### src/rtl/lstg_pkg.sv
// Shared types, mode constants and helpers of the leg step trajectory generator.
`timescale 1ns / 1ps
`default_nettype none

package lstg_pkg;

    // Points in one half of a full move.
    localparam int HALF_POINTS = 16;
    localparam int MAX_OUT     = 32;

    // Field widths
    localparam int COORD_W = 16;
    localparam int LIFT_W  = 14;
    localparam int IDX_W   = 5;
    localparam int CFG_W   = 2;

    // Shared multiply-accumulate widths
    localparam int OPA_W = 30;
    localparam int ACC_W = 61;

    // Bias and reciprocal scale of the constant divide
    localparam int BIAS_SHIFT = 27;
    localparam int RECIP_SHIFT = 29;
    localparam int Q0_W = 28;

    // Segment geometry of both modes
    localparam int SEG_FULL   = HALF_POINTS;
    localparam int SEG_FIRST  = HALF_POINTS / 2;
    localparam int N_FULL     = (SEG_FULL > 1) ? SEG_FULL - 1 : 1;
    localparam int N_FIRST    = (SEG_FIRST > 1) ? SEG_FIRST - 1 : 1;
    localparam int C_FULL     = 2 * N_FULL * N_FULL;
    localparam int C_FIRST    = 2 * N_FIRST * N_FIRST;
    localparam int K_FULL     = ((2 ** BIAS_SHIFT) + C_FULL - 1) / C_FULL;
    localparam int K_FIRST    = ((2 ** BIAS_SHIFT) + C_FIRST - 1) / C_FIRST;
    localparam int BIAS_FULL  = N_FULL * N_FULL + K_FULL * C_FULL;
    localparam int BIAS_FIRST = N_FIRST * N_FIRST + K_FIRST * C_FIRST;
    localparam int M_FULL     = (2 ** RECIP_SHIFT) / C_FULL;
    localparam int M_FIRST    = (2 ** RECIP_SHIFT) / C_FIRST;
    localparam int TOTAL_FULL  = (2 * SEG_FULL > MAX_OUT) ? MAX_OUT : 2 * SEG_FULL;
    localparam int TOTAL_FIRST = (2 * SEG_FIRST > MAX_OUT) ? MAX_OUT : 2 * SEG_FIRST;

    localparam int PN_W = 12;
    localparam int AB_W = 9;
    localparam int K_W  = 27;

    // Request modes
    localparam logic CMD_FULL  = 1'b0;
    localparam logic CMD_FIRST = 1'b1;

    // Configuration register indexes
    localparam logic [CFG_W-1:0] REG_HOME_X = 2'd0;
    localparam logic [CFG_W-1:0] REG_HOME_Y = 2'd1;
    localparam logic [CFG_W-1:0] REG_HOME_Z = 2'd2;

    // Coordinate axes
    localparam logic [1:0] AX_X = 2'd0;
    localparam logic [1:0] AX_Y = 2'd1;
    localparam logic [1:0] AX_Z = 2'd2;

    typedef enum logic [2:0] {
        ST_IDLE,
        ST_HAB,
        ST_NUM,
        ST_REC,
        ST_COR,
        ST_EMIT
    } t_state;

    typedef struct packed {
        logic [5:0]             seg;
        logic [5:0]             total;
        logic [4:0]             n;
        logic [11:0]            c;
        logic [OPA_W-1:0]       m;
        logic [OPA_W-1:0]       bias;
        logic [K_W-1:0]         k;
        logic signed [PN_W-1:0] pn_arch0;
        logic signed [PN_W-1:0] pn_line0;
        logic signed [PN_W-1:0] dp_arch;
        logic signed [PN_W-1:0] dp_line;
    } t_mode;

    typedef struct packed {
        logic signed [OPA_W-1:0] a;
        logic signed [OPA_W-1:0] b;
        logic signed [OPA_W-1:0] c;
    } t_mac_op;

    function automatic t_mode mode_of(input logic cmd);
        t_mode md;
        if (cmd == CMD_FIRST) begin
            md.seg      = 6'(SEG_FIRST);
            md.total    = 6'(TOTAL_FIRST);
            md.n        = 5'(N_FIRST);
            md.c        = 12'(C_FIRST);
            md.m        = OPA_W'(M_FIRST);
            md.bias     = OPA_W'(BIAS_FIRST);
            md.k        = K_W'(K_FIRST);
            md.pn_arch0 = '0;
            md.pn_line0 = '0;
            md.dp_arch  = PN_W'(N_FIRST);
            md.dp_line  = PN_W'(-N_FIRST);
        end else begin
            md.seg      = 6'(SEG_FULL);
            md.total    = 6'(TOTAL_FULL);
            md.n        = 5'(N_FULL);
            md.c        = 12'(C_FULL);
            md.m        = OPA_W'(M_FULL);
            md.bias     = OPA_W'(BIAS_FULL);
            md.k        = K_W'(K_FULL);
            md.pn_arch0 = PN_W'(-(N_FULL * N_FULL));
            md.pn_line0 = PN_W'(N_FULL * N_FULL);
            md.dp_arch  = PN_W'(2 * N_FULL);
            md.dp_line  = PN_W'(-2 * N_FULL);
        end
        return md;
    endfunction

    // Clamp to the signed coordinate range.
    function automatic logic signed [COORD_W-1:0] sat_coord(input logic signed [OPA_W-1:0] v);
        logic signed [COORD_W-1:0] res;
        if (v > OPA_W'(32767)) begin
            res = 16'sh7fff;
        end else if (v < -OPA_W'(32768)) begin
            res = 16'sh8000;
        end else begin
            res = v[COORD_W-1:0];
        end
        return res;
    endfunction

endpackage

`default_nettype wire

### src/rtl/lstg_req_if.sv
// Request channel of the leg step trajectory generator.
`timescale 1ns / 1ps
`default_nettype none

interface lstg_req_if;
    logic        valid;
    logic        ready;
    logic        cmd;
    logic [15:0] dir_x;
    logic [15:0] dir_y;
    logic [15:0] dir_z;
    logic [13:0] lift_height;

    modport source (output valid, cmd, dir_x, dir_y, dir_z, lift_height, input ready);
    modport sink   (input valid, cmd, dir_x, dir_y, dir_z, lift_height, output ready);
endinterface

`default_nettype wire

### src/rtl/lstg_pt_if.sv
// Foot point channel of the leg step trajectory generator.
`timescale 1ns / 1ps
`default_nettype none

interface lstg_pt_if;
    logic        valid;
    logic        ready;
    logic [4:0]  point_index;
    logic [15:0] pos_x;
    logic [15:0] pos_y;
    logic [15:0] pos_z;
    logic        last;

    modport source (output valid, point_index, pos_x, pos_y, pos_z, last, input ready);
    modport sink   (input valid, point_index, pos_x, pos_y, pos_z, last, output ready);
endinterface

`default_nettype wire

### src/rtl/lstg_mac.sv
// Shared registered multiply-accumulate unit of the trajectory generator.
`timescale 1ns / 1ps
`default_nettype none

module lstg_mac
    import lstg_pkg::*;
(
    input  wire logic                    i_clk,
    input  wire logic                    i_en,
    input  wire t_mac_op                 i_op,
    output logic signed [ACC_W-1:0]      o_acc
);

    logic signed [2*OPA_W-1:0] w_mul;
    logic signed [ACC_W-1:0]   n_acc;
    logic signed [ACC_W-1:0]   r_acc;

    always_comb begin
        w_mul = i_op.a * i_op.b;
        n_acc = ACC_W'(w_mul) + ACC_W'(i_op.c);
    end

    always_ff @(posedge i_clk) begin
        if (i_en) begin
            r_acc <= n_acc;
        end
    end

    assign o_acc = r_acc;

endmodule

`default_nettype wire

### src/rtl/leg_step_trajectory_generator_unit.sv
// Top level of the leg step trajectory generator: sequencer, point state and output register.
`timescale 1ns / 1ps
`default_nettype none

// One request (mode, step direction D, lift height h) produces a path of foot
// points relative to the home position set through the configuration port.
// A full move gives HALF_POINTS points on a quadratic Bezier arch from
// home - D/2 to home + D/2 with the control point raised by 2h, followed by
// HALF_POINTS points on the straight return line; a first move gives half as
// many points on each part, starting at home. At most 32 points are sent and
// the final one carries last. Each coordinate is home + round(offset) with the
// offset rounded half up and the result saturated to 16 bits.
// All arithmetic runs through one registered multiply-accumulate unit. Per
// point the sequencer computes the lift term, then for each axis the
// numerator, the reciprocal multiply and the remainder check, and then hands
// the point to the output register, waiting while the sink holds off a
// finished point. The block takes a new request only when the previous path
// has been fully computed; the last point may still wait in the output
// register meanwhile.
// Home coordinates should only be written while no request is in progress.

module leg_step_trajectory_generator_unit
    import lstg_pkg::*;
(
    input  wire logic             i_clk,
    input  wire logic             i_rst_n,
    input  wire logic             i_cfg_we,
    input  wire logic [CFG_W-1:0] i_cfg_idx,
    input  wire logic [15:0]      i_cfg_wdata,
    lstg_req_if.sink              i_req,
    lstg_pt_if.source             o_pt
);

    // Sequencer
    t_state r_state, n_state;
    logic [1:0]       r_c;           // axis in progress
    logic [IDX_W-1:0] r_k;           // point position in the path
    logic [4:0]       r_i;           // index inside the current segment
    logic             r_line;        // return line segment
    logic             r_cmd;

    // Request payload
    logic signed [COORD_W-1:0] r_dir [3];
    logic [LIFT_W-1:0]         r_h;

    // Running point terms: p*N and a*b of the Bezier weights
    logic signed [PN_W-1:0] r_pn;
    logic [AB_W-1:0]        r_ab;

    // Home registers and home minus the divide bias
    logic signed [COORD_W-1:0] r_home [3];
    logic signed [K_W:0]       r_hk [3];

    // Datapath captures
    logic [OPA_W-1:0]          r_zb;  // bias plus lift term for z
    logic [OPA_W-1:0]          r_x;   // biased numerator
    logic [Q0_W-1:0]           r_q0;  // quotient estimate
    logic signed [COORD_W-1:0] r_pos [2];

    // Output register
    logic                      r_ovalid;
    logic [IDX_W-1:0]          r_oidx;
    logic signed [COORD_W-1:0] r_ox, r_oy, r_oz;
    logic                      r_olast;

    t_mode                     mode;
    t_mode                     req_mode;
    t_mac_op                   mac_op;
    logic                      mac_en;
    logic signed [ACC_W-1:0]   acc;

    logic                      req_take;
    logic                      out_take;
    logic                      emit_load;
    logic                      is_last;
    logic                      arch_end;
    logic [1:0]                fix_axis;
    logic                      fix_corr;
    logic signed [OPA_W-1:0]   fix_sum;
    logic signed [COORD_W-1:0] fix_val;
    logic signed [9:0]         ab_step;

    assign mode     = mode_of(r_cmd);
    assign req_mode = mode_of(i_req.cmd);

    assign i_req.ready = (r_state == ST_IDLE);
    assign req_take    = i_req.valid && i_req.ready;
    assign out_take    = r_ovalid && o_pt.ready;
    assign emit_load   = (r_state == ST_EMIT) && (!r_ovalid || o_pt.ready);
    assign is_last     = ({1'b0, r_k} == (mode.total - 6'd1));
    assign arch_end    = !r_line && (r_i == mode.n);

    // Finish the divide of the axis whose remainder sits in the accumulator.
    assign fix_axis = (r_state == ST_EMIT) ? AX_Z : (r_c - 2'd1);
    assign fix_corr = (acc[OPA_W:0] >= (OPA_W + 1)'(mode.c));
    always_comb begin
        fix_sum = $signed({2'b00, r_q0}) + OPA_W'(r_hk[fix_axis]) + OPA_W'(fix_corr);
        fix_val = sat_coord(fix_sum);
    end

    // Bezier cross term step: (n-i-1)(i+1) - (n-i)i = n - 2i - 1
    assign ab_step = $signed({5'b0, mode.n}) - $signed({4'b0, r_i, 1'b0}) - 10'sd1;

    // Operand select of the shared unit
    always_comb begin
        mac_op = '0;
        mac_en = 1'b0;
        unique case (r_state)
            ST_HAB: begin
                mac_en   = 1'b1;
                mac_op.a = OPA_W'(r_h);
                mac_op.b = r_line ? '0 : OPA_W'({r_ab, 3'b000});
                mac_op.c = mode.bias;
            end
            ST_NUM: begin
                mac_en   = 1'b1;
                mac_op.a = OPA_W'(r_dir[r_c]);
                mac_op.b = OPA_W'(r_pn);
                mac_op.c = (r_c == AX_Z) ? r_zb : mode.bias;
            end
            ST_REC: begin
                mac_en   = 1'b1;
                mac_op.a = acc[OPA_W-1:0];
                mac_op.b = mode.m;
                mac_op.c = '0;
            end
            ST_COR: begin
                mac_en   = 1'b1;
                mac_op.a = OPA_W'(acc[RECIP_SHIFT+Q0_W-1:RECIP_SHIFT]);
                mac_op.b = -$signed(OPA_W'(mode.c));
                mac_op.c = r_x;
            end
            ST_IDLE, ST_EMIT: begin
                mac_en = 1'b0;
            end
            default: begin
                mac_en = 1'b0;
            end
        endcase
    end

    lstg_mac u_mac (
        .i_clk (i_clk),
        .i_en  (mac_en),
        .i_op  (mac_op),
        .o_acc (acc)
    );

    // Next state
    always_comb begin
        n_state = r_state;
        unique case (r_state)
            ST_IDLE: begin
                if (req_take) begin
                    n_state = ST_HAB;
                end
            end
            ST_HAB: n_state = ST_NUM;
            ST_NUM: n_state = ST_REC;
            ST_REC: n_state = ST_COR;
            ST_COR: begin
                n_state = (r_c == AX_Z) ? ST_EMIT : ST_NUM;
            end
            ST_EMIT: begin
                if (emit_load) begin
                    n_state = is_last ? ST_IDLE : ST_HAB;
                end
            end
            default: n_state = ST_IDLE;
        endcase
    end

    // Control state and configuration
    always_ff @(posedge i_clk) begin
        if (!i_rst_n) begin
            r_state  <= ST_IDLE;
            r_ovalid <= 1'b0;
            r_home[0] <= '0;
            r_home[1] <= '0;
            r_home[2] <= '0;
        end else begin
            r_state <= n_state;
            if (emit_load) begin
                r_ovalid <= 1'b1;
            end else if (out_take) begin
                r_ovalid <= 1'b0;
            end
            if (i_cfg_we) begin
                unique case (i_cfg_idx)
                    REG_HOME_X: r_home[0] <= i_cfg_wdata;
                    REG_HOME_Y: r_home[1] <= i_cfg_wdata;
                    REG_HOME_Z: r_home[2] <= i_cfg_wdata;
                    default: ;
                endcase
            end
        end
    end

    // Point sequencing and datapath captures
    always_ff @(posedge i_clk) begin
        if (req_take) begin
            // Latch the request and start the arch segment.
            r_cmd    <= i_req.cmd;
            r_dir[0] <= i_req.dir_x;
            r_dir[1] <= i_req.dir_y;
            r_dir[2] <= i_req.dir_z;
            r_h      <= i_req.lift_height;
            r_k      <= '0;
            r_i      <= '0;
            r_line   <= 1'b0;
            r_c      <= AX_X;
            r_pn     <= req_mode.pn_arch0;
            r_ab     <= '0;
            for (int ax = 0; ax < 3; ax++) begin
                r_hk[ax] <= (K_W + 1)'(r_home[ax]) - $signed({1'b0, req_mode.k});
            end
        end

        unique case (r_state)
            ST_NUM: begin
                if (r_c == AX_X) begin
                    r_zb <= acc[OPA_W-1:0];
                end else begin
                    r_pos[fix_axis[0]] <= fix_val;
                end
            end
            ST_REC: begin
                r_x <= acc[OPA_W-1:0];
            end
            ST_COR: begin
                r_q0 <= acc[RECIP_SHIFT+Q0_W-1:RECIP_SHIFT];
                if (r_c != AX_Z) begin
                    r_c <= r_c + 2'd1;
                end
            end
            ST_EMIT: begin
                if (emit_load) begin
                    r_oidx  <= r_k;
                    r_ox    <= r_pos[0];
                    r_oy    <= r_pos[1];
                    r_oz    <= fix_val;
                    r_olast <= is_last;
                    // Advance to the next point.
                    r_c <= AX_X;
                    r_k <= r_k + IDX_W'(1);
                    if (arch_end) begin
                        r_line <= 1'b1;
                        r_i    <= '0;
                        r_pn   <= mode.pn_line0;
                        r_ab   <= '0;
                    end else begin
                        r_i  <= r_i + 5'd1;
                        r_pn <= r_pn + (r_line ? mode.dp_line : mode.dp_arch);
                        r_ab <= AB_W'(10'(r_ab) + ab_step);
                    end
                end
            end
            ST_IDLE, ST_HAB: ;
            default: ;
        endcase
    end

    assign o_pt.valid       = r_ovalid;
    assign o_pt.point_index = r_oidx;
    assign o_pt.pos_x       = r_ox;
    assign o_pt.pos_y       = r_oy;
    assign o_pt.pos_z       = r_oz;
    assign o_pt.last        = r_olast;

endmodule

`default_nettype wire
### src/flat_wrapper.sv
// flat-port wrapper written by rule: the top's interface ports become plain ports
module leg_step_trajectory_generator_unit_flat import lstg_pkg::*;
  (i_clk, i_rst_n, i_cfg_we, i_cfg_idx, i_cfg_wdata, i_req_valid, i_req_cmd, i_req_dir_x, i_req_dir_y, i_req_dir_z, i_req_lift_height, i_req_ready, o_pt_valid, o_pt_point_index, o_pt_pos_x, o_pt_pos_y, o_pt_pos_z, o_pt_last, o_pt_ready);
  lstg_req_if i_req_i ();
  lstg_pt_if o_pt_i ();
  input  wire logic i_clk;
  input  wire logic i_rst_n;
  input  wire logic i_cfg_we;
  input  wire logic [CFG_W-1:0] i_cfg_idx;
  input  wire logic [15:0] i_cfg_wdata;
  input wire logic [$bits(i_req_i.valid)-1:0] i_req_valid;
  input wire logic [$bits(i_req_i.cmd)-1:0] i_req_cmd;
  input wire logic [$bits(i_req_i.dir_x)-1:0] i_req_dir_x;
  input wire logic [$bits(i_req_i.dir_y)-1:0] i_req_dir_y;
  input wire logic [$bits(i_req_i.dir_z)-1:0] i_req_dir_z;
  input wire logic [$bits(i_req_i.lift_height)-1:0] i_req_lift_height;
  output wire logic [$bits(i_req_i.ready)-1:0] i_req_ready;
  output wire logic [$bits(o_pt_i.valid)-1:0] o_pt_valid;
  output wire logic [$bits(o_pt_i.point_index)-1:0] o_pt_point_index;
  output wire logic [$bits(o_pt_i.pos_x)-1:0] o_pt_pos_x;
  output wire logic [$bits(o_pt_i.pos_y)-1:0] o_pt_pos_y;
  output wire logic [$bits(o_pt_i.pos_z)-1:0] o_pt_pos_z;
  output wire logic [$bits(o_pt_i.last)-1:0] o_pt_last;
  input wire logic [$bits(o_pt_i.ready)-1:0] o_pt_ready;
  assign i_req_i.valid = i_req_valid;
  assign i_req_i.cmd = i_req_cmd;
  assign i_req_i.dir_x = i_req_dir_x;
  assign i_req_i.dir_y = i_req_dir_y;
  assign i_req_i.dir_z = i_req_dir_z;
  assign i_req_i.lift_height = i_req_lift_height;
  assign i_req_ready = i_req_i.ready;
  assign o_pt_valid = o_pt_i.valid;
  assign o_pt_point_index = o_pt_i.point_index;
  assign o_pt_pos_x = o_pt_i.pos_x;
  assign o_pt_pos_y = o_pt_i.pos_y;
  assign o_pt_pos_z = o_pt_i.pos_z;
  assign o_pt_last = o_pt_i.last;
  assign o_pt_i.ready = o_pt_ready;
  leg_step_trajectory_generator_unit u_core (.i_clk(i_clk), .i_rst_n(i_rst_n), .i_cfg_we(i_cfg_we), .i_cfg_idx(i_cfg_idx), .i_cfg_wdata(i_cfg_wdata), .i_req(i_req_i), .o_pt(o_pt_i));
endmodule
### config.mk
export PLATFORM = sky130hd
export DESIGN_NAME = leg_step_trajectory_generator_unit_flat
export DESIGN_NICKNAME = d
export VERILOG_FILES = /design/src/rtl/lstg_pkg.sv /design/src/rtl/lstg_req_if.sv /design/src/rtl/lstg_pt_if.sv /design/src/rtl/lstg_mac.sv /design/src/rtl/leg_step_trajectory_generator_unit.sv /design/src/flat_wrapper.sv
export SDC_FILE = /design/constraint.sdc
export NUM_CORES = 2
export LEC_CHECK = 0
export BUFFER_PORTS_ARGS = -buffer_cell sky130_fd_sc_hd__buf_2
export CAP_MARGIN = 20
export CORE_ASPECT_RATIO = 1.2
export CORE_MARGIN = 2
export CORE_UTILIZATION = 35
export CTS_CLUSTER_SIZE = 14
export DETAILED_ROUTE_END_ITERATION = 8
export GPL_ROUTABILITY_DRIVEN = 0
export GPL_TIMING_DRIVEN = 0
export PLACE_DENSITY_LB_ADDON = 0.15
export SLEW_MARGIN = 20
export SYNTH_ARGS = -nofsm -noshare
export SYNTH_HDL_FRONTEND = slang
export SYNTH_SLANG_ARGS = --single-unit
### constraint.sdc
create_clock -name i_clk -period 17.55 [get_ports i_clk]
set_input_delay 1.755 -clock i_clk [delete_from_list [all_inputs] [get_ports i_clk]]
set_output_delay 1.755 -clock i_clk [all_outputs]
set_load 0.005 [all_outputs]
== Word level (Yosys, flattened, before mapping) ==
Memories as Yosys holds them, arrays and structs flattened. A register that Yosys moved wholly into a read port is not among the register bits.
Cells that the tools add are included.
Storage, ports and cells
  register bits after elaboration: 220
  RAM bits: 212
  bits of input ports: 86
  output and inout bits: 56
  logic and storage cells: 133
  memories: 4
Cells by class
  $add $sub $neg: 16
  multiply operators: 1
  magnitude comparators: 3
  equal/unequal tests: 13
  muxes and demuxes: 61
  bitwise gates (word level): 3
  reductions and logical operators: 15
Memory list
  u_core.r_hk: words 3, bits a word 28, rd ports 1, clocked after memory_dff 0, wr ports 3, RTL line leg_step_trajectory_generator_unit.sv:52  | logic signed [K_W:0] r_hk [3];
  u_core.r_dir: words 3, bits a word 16, rd ports 1, clocked after memory_dff 1, wr ports 3, RTL line leg_step_trajectory_generator_unit.sv:43  | logic signed [COORD_W-1:0] r_dir [3];
  u_core.r_home: words 3, bits a word 16, rd ports 3, clocked after memory_dff 0, wr ports 3, RTL line leg_step_trajectory_generator_unit.sv:51  | logic signed [COORD_W-1:0] r_home [3];
  u_core.r_pos: words 2, bits a word 16, rd ports 2, clocked after memory_dff 2, wr ports 1, RTL line leg_step_trajectory_generator_unit.sv:58  | logic signed [COORD_W-1:0] r_pos [2];
Operator list (number)
  90-bit case mux with 4 select lines: 1
  158-bit two-way mux: 1
  16-bit two-way mux: 5
  12-bit two-way mux: 6
  69-bit two-way mux: 1
  16-bit by 22-bit subtractor with 23-bit output: 3
  57-bit by 30-bit adder with 57-bit output: 1
  30-bit by 30-bit multiplier with 57-bit output: 1
  9-bit two-way mux: 4
  5-bit two-way mux: 7
  31-bit by 12-bit >= comparator with 1-bit output: 1
  29-bit by 28-bit adder with 30-bit output: 1
  30-bit by 1-bit adder with 30-bit output: 1
  30-bit by 16-bit > comparator with 1-bit output, second input constant: 1
  30-bit by 16-bit less-than comparator with 1-bit output, second input constant: 1
  30-bit two-way mux: 1
  12-bit negator with 30-bit output: 1
  1-bit two-way mux: 26
  3-bit case mux with 6 select lines: 1
  12-bit adder: 1
  5-bit by 1-bit adder with 5-bit output, second input constant: 2
  9-bit adder: 1
  3-bit two-way mux: 3
  9-bit by 2-bit subtractor with 9-bit output, second input constant: 1
  24 further kinds: 40

== Depth between registers and ports, before layout ==
An unclocked memory read counts as a cell.
  word-level depth: 8
  mapped depth: 38
  mapped depth without buffers: 35

== Hierarchy ==
Synthesis repeated with hierarchy kept, for this count alone.
Second synthesis, totals
  cell total of the unflattened synthesis: 5230
  area total of the unflattened synthesis: 54060.6 sq um
By module, submodules not included
  lstg_mac: times used 1, cells an instance 3741, area an instance 35595.4 sq um, seq. area each 1831.8 sq um
  leg_step_trajectory_generator_unit: times used 1, cells an instance 1489, area an instance 18465.2 sq um, seq. area each 11220.8 sq um

== Worst setup path after synthesis ==
No wires, ideal clock.
  path type: register to register
  start: register u_core.r_state[2]
  end: register u_core.u_mac.r_acc[48] (netlist: u_core.u_mac.o_acc[48]), data pin
  library setup time: 258 ps
  arrival time: 9517 ps
  required time: 17292 ps
  path slack: 7775 ps
  cell stages (with the launch flop): 36
  buffers on the path: 6
  clock period less this slack: 9775 ps
  path through: dfxtp_1 clkbuf_1 nor2b_1 clkbuf_1 nand2_1 inv_1 clkbuf_1 buf_1 a21oi_1 clkbuf_1 nor2_1 fa_1 inv_1 fa_1 inv_1 fa_1 fa_1 fa_1 fa_1 fa_1 inv_1 fa_1 inv_1 ha_1 clkbuf_1 nand4_1 nor4_1 and2_1 o2111a_1 o21ai_0 nand2_1 a21oi_1 o21ai_0 a21o_1 a21oi_1 xnor2_1
Between the ends
  cells in the longest elaborated chain, start to end: 4
  elaborated cells on any way between the ends: 7
  classes of those cells: add/sub (1); mul (1); eq/ne (4); mux (1)
RTL lines
  start: declaration: RTL line leg_step_trajectory_generator_unit.sv:35  | t_state r_state, n_state;
  start signal: assignment: RTL line leg_step_trajectory_generator_unit.sv:182  | r_state <= n_state;
  3-bit equality test, or another cell as far along: RTL line leg_step_trajectory_generator_unit.sv:108  | unique case (r_state)
  90-bit case mux with 4 select lines *: RTL line leg_step_trajectory_generator_unit.sv:108
  30-bit by 30-bit multiplier with 57-bit output: RTL line lstg_mac.sv:19  | w_mul = i_op.a * i_op.b;
  57-bit by 30-bit adder with 57-bit output *: RTL line lstg_mac.sv:20  | n_acc = ACC_W'(w_mul) + ACC_W'(i_op.c);
  via u_core.u_mac.n_acc[48]: RTL line lstg_mac.sv:15  | logic signed [ACC_W-1:0] n_acc;
  end signal: assignment: RTL line lstg_mac.sv:25  | r_acc <= n_acc;
  end: declaration: RTL line lstg_mac.sv:16  | logic signed [ACC_W-1:0] r_acc;
Mark *: on every way through the listed nets, which the timed path passes. The rest lies on a longest branch.
A chain may end at the register's enable or synchronous reset.

== Final worst setup path ==
  start: register u_core.r_c[0]
  end: register u_core.u_mac.r_acc[56] (netlist: u_core.u_mac.o_acc[56]), data pin
Between the ends
  cells in the longest elaborated chain, start to end: 4
RTL lines
  start: declaration: RTL line leg_step_trajectory_generator_unit.sv:36  | logic [1:0] r_c;
  start signal: assignment: RTL line leg_step_trajectory_generator_unit.sv:233  | r_c <= r_c + 2'd1;
  2-bit equality test: RTL line leg_step_trajectory_generator_unit.sv:119  | mac_op.c = (r_c == AX_Z) ? r_zb : mode.bias;
  30-bit two-way mux: RTL line leg_step_trajectory_generator_unit.sv:119
  90-bit case mux with 4 select lines: RTL line leg_step_trajectory_generator_unit.sv:108
  57-bit by 30-bit adder with 57-bit output: RTL line lstg_mac.sv:20
  via u_core.u_mac.n_acc[56]: RTL line lstg_mac.sv:15
The timed path passes the listed nets, and every way through them passes these cells.

==> impl_metrics.py <==
metrics = {
    "status": {
        "status": "completed",
    },
    "clock_tree": {
        "cts_buffers": 44,
        "cts_buffer_depth": 3,
        "ctsHoldBuffers": 0,
        "cts_sinks": 443,
        "clk_pin_slew_ps": 60,
        "clkLatencyLatePin_ps": 610,
        "cts-resized-gates": 0,
        "h-tree-depth": 2,
        "cts_root_buf": "clkbuf_16",
        "post-cts-setup-buffer-count": 0,
        "cts_tree": "done",
    },
    "setup_path": {
        "r2r-start": "u_core.r_c[0]",
        "worstSetupEndpointType": "flip-flop",
        "regToRegSetupSlack_ps": 4230,
        "crit_path_start_kind": "flip-flop",
        "cp-startpoint": "u_core.r_c[0]",
        "worstSetupEndpoint": "u_core.u_mac.o_acc[56]",
        "slowest_stage": "buf_1",
        "crit_arrival_ps": 13650,
        "crit_path_frequent_cell": "fa_1",
        "cp_max_fo": 10,
        "critPathMaxStageDelay_ps": 810,
        "critPathKind": "flip-flop to flip-flop",
        "r2r_end": "u_core.u_mac.o_acc[56]",
        "required_ps": 17880,
        "worstRegToRegCells": 36,
    },
    "global_routing": {
        "grt_pass1_wl_um": 240000,
        "grt_overflow": 0,
        "grt_start_max_net_pins": 81,
        "grt.total_usage": 0.228,
        "grt_pass1_vias": 36344,
        "antenna_found_initial": 7,
    },
    "floorplanning": {
        "fp-row-count": 151,
        "initial_core_util": 0.352,
        "die_w_um": 348,
        "coreArea_um2": 141000,
        "die_h_um": 417,
        "io_pins": 142,
        "fp.dieArea_um2": 145000,
    },
    "power_and_ir_drop": {
        "pwr-share-comb": 0.334,
        "p_per_area_nw_per_um2": 66.2,
        "leakage_uw": 0.0258,
        "p_int_uw": 2290,
        "power.switching_uw": 1330,
        "seqPwrFrac": 0.389,
        "swShare": 0.368,
        "clkPwrFrac": 0.277,
        "vdd_ir_drop_max_v": 0.0000575,
    },
    "logic_synthesis": {
        "yosysMostFrequentCell": "inv_1",
        "ys_warn_count": 0,
        "synth-seq-cells": 443,
        "syn_area_per_cell_um2": 10.8,
        "ys_top_cells_by_count": "1042 x inv_1, 933 x fa_1, 406 x edfxtp_1, 380 x nand2_1, 367 x nor2_1",
        "synthArstFlopShare": 0,
        "syn_inst": 4614,
        "synth_edf_count": 406,
        "ys.flop_type": "edfxtp_1",
        "syn-cell-area_um2": 49600,
        "synth_top_area_frac": 0.376,
        "synthTopCellsByArea": "fa_1 38%, edfxtp_1 25%, inv_1 7.9%, ha_1 7.2%, nand2_1 2.9%",
        "yosysTopAreaCell": "fa_1",
        "seq_area_frac_synth": 0.261,
        "synth.distinct_cells": 87,
    },
    "sta": {
        "worst_pin_slew_ps": 1200,
        "setup_viol": 0,
        "rsz0062_at_grt": "false",
        "fin_skew_ps": 47.3,
        "fin_setup_tns_ps": 0,
        "worst_slack_ps": 4230,
        "maxSlewHeadroom": 0.199,
        "final_max_slew_viol_count": 0,
        "fmax_mhz": 75.1,
        "finalCritPeriodShare": 0.759,
        "period_needed_ps": 13320,
        "hold_viol": 0,
    },
    "cells_and_area": {
        "areaGrowthSynthToFinish_pct": 10.3,
        "final_util": 0.388,
        "stdcell_area_um2": 54800,
        "fin_cells": 6710,
        "nNetsFinal": 6144,
        "drive_gt1_frac": 0.0665,
    },
    "placed_design": {
        "dp.cells": 6630,
        "placed_area_um2": 53200,
        "dp_hpwl_um": 139000,
        "dp_worst_setup_slack_ps": 4340,
        "portBuffers": 141,
    },
    "detailed_routing": {
        "drt_iter0_drc": 2400,
        "wl_per_cell_um": 24.3,
        "via_per_inst": 5.08,
        "first_pass_iters": 5,
        "antenna_left": 0,
        "vias": 34087,
        "drc": 0,
        "wl_um": 163000,
    },
    "flow_run": {
        "drv_cap": 0,
    },
    "hold_path": {
        "hold_depth": 0,
        "hp-class": "flip-flop to flip-flop",
    },
}
==> layout by cell type (no fill, tap or decap), types with 10 or more instances in the layout <==
cell / count
inv_1: 1041
fa_1: 933
edfxtp_1: 406
nand2_1: 380
nor2_1: 361
ha_1: 285
buf_2: 154
o21ai_0: 143
a21oi_1: 138
clkbuf_1: 125
xnor2_1: 108
mux2i_1: 54
xor2_1: 45
clkbuf_16: 44
a21o_1: 43
nor3_1: 39
dfxtp_1: 37
o21a_1: 36
a22o_1: 27
and2_1: 25
nand2b_1: 24
nor2b_1: 23
nand3_1: 23
a22oi_1: 19
a221o_1: 19
buf_1: 18
o21bai_1: 17
o22a_1: 14
or2_2: 13
a21boi_0: 13
buf_4: 13
o31ai_1: 12
a221oi_2: 11
or3_1: 11
o22ai_1: 10
and3_1: 10
a221oi_1: 10
==> area by class of cell <==
| type | instances | area [um^2] |
|---|---|---|
| diodes | 1 | 2.50 |
| plain buffers | 143 | 568 |
| clock buffers | 56 | 1170 |
| clock inverters | 23 | 332 |
| fillers | 13948 | 86200 |
| inverters | 1044 | 3930 |
| multi-input cells | 2986 | 32400 |
| flip-flops and latches | 443 | 12900 |
| well taps | 1836 | 2300 |
| repair buffers | 178 | 1130 |
==> per-layer routing <==
layer | vias up | GRT usage | share of wire
met1 | 17695 | 0.278 | 0.39
met4 | 4 | 0.123 | 0.063
met2 | 1061 | 0.393 | 0.49
li1 | 14978 | - | -
met3 | 349 | 0.0291 | 0.050
met5 | - | 0 | 0.00020
==> how the worst min path moves through the flow <==
stage,to,start,slack (ps)
after detailed placement,o_pt_pos_x[10],u_core.r_pos[0][10],400
after global placement,o_pt_pos_x[1],u_core.r_pos[0][1],400
final,o_pt_pos_y[10],u_core.r_pos[1][10],410
after global routing,o_pt_pos_y[9],u_core.r_pos[1][9],420
after floorplan,o_pt_pos_x[0],u_core.r_pos[0][0],400
after CTS,o_pt_pos_y[10],u_core.r_pos[1][10],410
==> flip-flops by register name, summed over array words and instances (netlist names), 2 cells and up <==
name and flops:
u_core.r_hk 63, u_core.u_mac.o_acc 57, u_core.r_dir 48, u_core.r_home 48, u_core.r_pos 32, u_core.r_x 30
u_core.r_zb 30, u_core.r_q0 28, o_pt_pos_x 16, o_pt_pos_y 16, u_core.o_pt.pos_z 16, u_core.r_h 14
u_core.r_pn 12, u_core.r_ab 9, u_core.o_pt.point_index 5, u_core.r_i 5, u_core.r_k 5, u_core.r_state 3
u_core.r_c 2
==> critical path: cells and delay by family, from the launching register on <==
family	cells	cell delay (ps)
buffers and inverters	11	2980
and+or+nand+nor	7	2420
xor gates and xnor gates	1	460
adders and majority gates	9	4360
AOI/OAI and AO/OA	7	2260
muxes	1	210
DFF	1	330
==> cell families (layout without fill, tap and decap cells) <==
family / count (synthesis) / in the layout / share of synthesized area
adders and majority gates: 1218 / 1218 / 0.448
buffers and inverters: 1187 / 1444 / 0.0903
and+or+nand+nor: 956 / 956 / 0.0822
AOI/OAI and AO/OA: 602 / 602 / 0.0810
DFF: 443 / 443 / 0.261
xor gates and xnor gates: 153 / 153 / 0.0270
muxes: 54 / 54 / 0.0109
other: 1 / 4 / 0.0000755
==> power groups by stage <==
stage	registers, uW	logic, uW	clock network [uW]
6_report	1410	1210	1000
5_1_grt	1410	1340	1060
4_1_cts	1410	1220	1030
3_5_place_dp	1430	1210	0
3_3_place_gp	1440	1180	0
2_1_floorplan	1360	768	0
==> per-stage QoR <==
stage	power, uW	hold slack [ps]
2_1_floorplan	2130	400
3_3_place_gp	2620	402
3_5_place_dp	2640	405
4_1_cts	3660	414
5_1_grt	3810	421
6_report	3630	412
(Power assumes the default switching activity.)
